[config.mk]
export PLATFORM = sky130hd
export DESIGN_NAME = pfx_front
export DESIGN_NICKNAME = d
export VERILOG_FILES = /design/src/rtl/core/pfx_pkg.sv /design/src/rtl/core/pfx_front.sv
export SDC_FILE = /design/constraint.sdc
export NUM_CORES = 1
export LEC_CHECK = 0
export CAP_MARGIN = 25
export CORE_MARGIN = 2
export CORE_UTILIZATION = 53
export CTS_CLUSTER_DIAMETER = 150
export DETAILED_ROUTE_END_ITERATION = 7
export DONT_BUFFER_PORTS = 1
export PLACE_DENSITY = 0.8
export SLEW_MARGIN = 15
export SYNTH_ARGS = -nofsm -noshare
export SYNTH_HDL_FRONTEND = slang
export SYNTH_SLANG_ARGS = --single-unit
[constraint.sdc]
create_clock -name clk -period 1.52 [get_ports clk]
set_input_delay 0.152 -clock clk [delete_from_list [all_inputs] [get_ports clk]]
set_output_delay 0.152 -clock clk [all_outputs]
set_load 0.02 [all_outputs]
[src/rtl/core/pfx_pkg.sv]
// Package of the postfix evaluator: payload structs, symbol codes and classes.
// Used by every module of the block but pfx_ram; depends on nothing.
package pfx_pkg;

  localparam int WORD_W = 32;
  localparam int SYM_W  = 8;

  localparam logic [SYM_W-1:0] SYM_ZERO = 8'h30;
  localparam logic [SYM_W-1:0] SYM_NINE = 8'h39;
  localparam logic [SYM_W-1:0] SYM_ADD  = 8'h2B;
  localparam logic [SYM_W-1:0] SYM_SUB  = 8'h2D;
  localparam logic [SYM_W-1:0] SYM_MUL  = 8'h2A;
  localparam logic [SYM_W-1:0] SYM_DIV  = 8'h2F;

  localparam logic signed [WORD_W-1:0] WORD_EMPTY = '1;

  typedef enum logic [2:0] {
    CLS_DIGIT,
    CLS_ADD,
    CLS_SUB,
    CLS_MUL,
    CLS_DIV,
    CLS_OTHER
  } cls_t;

  typedef struct packed {
    logic [SYM_W-1:0] symbol;
    logic             last_symbol;
  } in_t;

  typedef struct packed {
    logic signed [WORD_W-1:0] value;
    logic                     underflow;
    logic                     overflow;
    logic                     divide_by_zero;
  } out_t;

  typedef struct packed {
    cls_t       cls;
    logic [3:0] digit;
    logic       last;
  } cmd_t;

  typedef struct packed {
    logic                     start;
    logic signed [WORD_W-1:0] num;
    logic signed [WORD_W-1:0] den;
  } div_req_t;

endpackage

[src/rtl/core/pfx_front.sv]
// Front end: accepts input beats, classifies each symbol and queues commands.
// Depends on pfx_pkg for the payload and command types.
module pfx_front (
  input  logic          clk,
  input  logic          rst_n,
  input  logic          in_valid,
  output logic          in_stall,
  input  pfx_pkg::in_t  in_data,
  output logic          cmd_valid,
  input  logic          cmd_take,
  output pfx_pkg::cmd_t cmd
);

  pfx_pkg::cmd_t q_r [2];
  logic [1:0]    fill_r;
  logic          wp_r;
  logic          rp_r;
  pfx_pkg::cmd_t cls_cmd;
  logic          push;
  logic          pop;

  always_comb begin
    cls_cmd.digit = 4'(in_data.symbol - pfx_pkg::SYM_ZERO);
    cls_cmd.last  = in_data.last_symbol;
    unique case (in_data.symbol) inside
      [pfx_pkg::SYM_ZERO:pfx_pkg::SYM_NINE]: cls_cmd.cls = pfx_pkg::CLS_DIGIT;
      pfx_pkg::SYM_ADD: cls_cmd.cls = pfx_pkg::CLS_ADD;
      pfx_pkg::SYM_SUB: cls_cmd.cls = pfx_pkg::CLS_SUB;
      pfx_pkg::SYM_MUL: cls_cmd.cls = pfx_pkg::CLS_MUL;
      pfx_pkg::SYM_DIV: cls_cmd.cls = pfx_pkg::CLS_DIV;
      default:          cls_cmd.cls = pfx_pkg::CLS_OTHER;
    endcase
  end

  assign in_stall  = (fill_r == 2'd2);
  assign cmd_valid = (fill_r != 2'd0);
  assign cmd       = q_r[rp_r];
  assign push      = in_valid && !in_stall;
  assign pop       = cmd_valid && cmd_take;

  always_ff @(posedge clk) begin
    if (!rst_n) begin
      fill_r <= 2'd0;
      wp_r   <= 1'b0;
      rp_r   <= 1'b0;
    end else begin
      if (push) begin
        wp_r <= ~wp_r;
      end
      if (pop) begin
        rp_r <= ~rp_r;
      end
      if (push && !pop) begin
        fill_r <= fill_r + 2'd1;
      end else if (pop && !push) begin
        fill_r <= fill_r - 2'd1;
      end
    end
  end

  always_ff @(posedge clk) begin
    if (push) begin
      q_r[wp_r] <= cls_cmd;
    end
  end

endmodule

==> results.sh <==
export IMPL_status="completed"
export IMPL_finalSetupTns_ns=0
export IMPL_p_total_w=0.00160
export IMPL_fin_skew_ns=0.00763
export IMPL_multi_input_area_um2=297
export IMPL_p_per_area_mw_per_mm2=1550
export IMPL_regArea_um2=584
export IMPL_path_buf_inv=1
export IMPL_ios=23
export IMPL_grt_overflow=0
export IMPL_path_clk_slew_ns=0.11
export IMPL_async_reset_ff_share_pct=0
export IMPL_synth_edf_count=16
export IMPL_routabilityCongestion=0.699
export IMPL_p_leak_nw=0.375
export IMPL_ant_nets=0
export IMPL_vdd_drop_max_v=0.000960
export IMPL_viasPerCell=5.85
export IMPL_fill_cells=133
export IMPL_worstSkewPairLatency_ns=0.30
export IMPL_wirelength_um=1490
export IMPL_setup_viol=0
export IMPL_synth_most_common_cell="edfxtp_1"
export IMPL_fp_dieArea_mm2=0.00201
export IMPL_slew_headroom_pct=73.1
export IMPL_io_buffers=0
export IMPL_path_max_fanout=3
export IMPL_syn2layout_area_growth_pct=16.1
export IMPL_ys_flop_type="edfxtp_1"
export IMPL_end_kind="register"
export IMPL_die_h_um=44.9
export IMPL_hold_viol=0
export IMPL_rsz0062_at_grt="false"
export IMPL_grt_start_max_net_pins=12
export IMPL_dp_hpwl_um=1020
export IMPL_vias=544
export IMPL_crit_type="reg -> reg"
export IMPL_diodes=0
export IMPL_cts_buffers=3
export IMPL_cts_setup_buffers=0
export IMPL_clockRootBuffer="clkbuf_4"
export IMPL_wl_per_cell_um=16.0
export IMPL_cp_slowest_cell="or3_1"
export IMPL_start_util_pct=57.5
export IMPL_synth_nets=78
export IMPL_grt_pass1_wl_um=2380
export IMPL_grtUsageTotal_pct=17.9
export IMPL_cpPeakStageDelay_ns=0.38
export IMPL_max_cap_viol_count=0
export IMPL_synthesis_area_um2=886
export IMPL_antenna_found_initial=0
export IMPL_firstDrtPassIters=4
export IMPL_drive_gt1_share_pct=29.9
export IMPL_min_period_ns=1.45
export IMPL_path_delay_family="simple AND/OR/NAND/NOR gates"
export IMPL_synth_top_area_share_pct=54.2
export IMPL_clockBufferDepth=2
export IMPL_grt_pass1_vias=528
export IMPL_yosysUniqueCellTypes=24
export IMPL_ys_ff_latch=21
export IMPL_synth_area_leaders="edfxtp_1, dfxtp_1, mux2_2, xor2_1, o21ai_0"
export IMPL_fin_util_pct=66.7
export IMPL_critPathLaunchType="register"
export IMPL_instances_no_fill=93
export IMPL_netlist_top_cells_count="edfxtp_1, mux2_2, dfxtp_1, nor2_1, o21ai_0"
export IMPL_yosysSeqAreaShare_pct=65.5
export IMPL_cts_tree="yes"
export IMPL_hold_worst_slack_ns=0.0192
export IMPL_crit_chain="nand2b_4 > inv_2 > nor2_1 > ha_1 > or3_1 > a21oi_1"
export IMPL_yosysTopAreaCell="edfxtp_1"
export IMPL_period_share_pct=95.4
export IMPL_drv_slew=0
export IMPL_fp_coreArea_mm2=0.00154
export IMPL_route_detailed_drc=0
export IMPL_dp_cells=83
export IMPL_fmax_mhz=689
export IMPL_min_path_type="in -> reg"
export IMPL_num_rows=14
export IMPL_clock_sinks=21
export IMPL_drt_initial_drc_count=3
export IMPL_ys_warn_count=0
export IMPL_syn_avg_cell_area_um2=13.8
export IMPL_syn_inst=64
export IMPL_h_tree_depth=1
export IMPL_tightest_slew_ns=0.403
export IMPL_cp_required_ns=1.76
export IMPL_cp_arrival_ns=1.69
export IMPL_fp_dieW_um=44.9
export IMPL_layout_nets=92
## stage by stage
step | worst slack [ns] | cell area [µm²]
finish | 0.0694 | 1030
global placement | 0.0824 | 938
global route | 0.0168 | 1030
CTS | 0.0360 | 1020
detailed placement | 0.0660 | 938
floorplan | 0.00857 | 893
## layout by cell type (no fill, tap or decap), drive strengths merged, types with 2 or more instances in the layout
cell / instances
clkbuf: 4
edfxtp: 16
nand2b: 2
mux2: 8
buf: 4
o21ai: 4
xor2: 3
inv: 3
dlygate4sd3: 6
nand2: 2
a21o: 2
dfxtp: 5
nor2: 5
## report_power, final
part | total (W) | internal (W) | leakage, nW | switching [W]
sequential | 0.000802 | 0.000731 | 0.184 | 0.0000714
clock | 0.000263 | 0.000102 | 0.0150 | 0.000160
combinational | 0.000531 | 0.000235 | 0.176 | 0.000296
total | 0.00160 | 0.00107 | 0.375 | 0.000527
## sequential cells by signal (all words and copies together) (netlist names), named ones only
name	count
rp_r	1
q_r	16
wp_r	1
fill_r	2
## routing by layer
metal | track usage (%) | vias up | routed length, µm
met5 | 0 | - | 0
met4 | 14.1 | 0 | 45
met3 | 4.80 | 5 | 117
met2 | 28.7 | 23 | 728
met1 | 20.2 | 259 | 599
li1 | - | 257 | -
## path summary, 6_finish.rpt
kind / from / cells past startpoint / endpoint / slack, ns
setup / recovery: fill_r[0] / 6 / fill_r[1] / 0.07
hold / removal: rst_n / 2 / fill_r[1] / 0.02
setup reg to reg: fill_r[0] / 6 / fill_r[1] / 0.07
hold reg to reg: rp_r / 2 / rp_r / 0.52
## logic make-up after synthesis
| kind of cell | after synthesis | synth area share [%] |
|---|---|---|
| muxes | 8 | 10.2 |
| and+or+nand+nor | 17 | 10.7 |
| DFF | 21 | 65.5 |
| xor gates and xnor gates | 3 | 2.97 |
| AOI/OAI and AO/OA | 10 | 7.34 |
| adders and majority gates | 1 | 1.41 |
| buffers and inverters | 4 | 1.84 |
## cell type report
| cell class | instances | area share (%) |
|---|---|---|
| sequential | 21 | 56.8 |
| timing repair buffer | 10 | 8.76 |
| tap | 16 | 1.95 |
| inverter | 3 | 1.09 |
| multi-input combinational | 39 | 28.8 |
| clock buffer | 4 | 2.55 |
## timing repair
item                                   in CTS  in global routing
endpoints found under the hold margin      11                  0
setup endpoints to repair                   0                  9
hold buffers                                6                  0
gates resized for setup                     0                  4
Note: power is estimated with default switching activity, not from simulation.
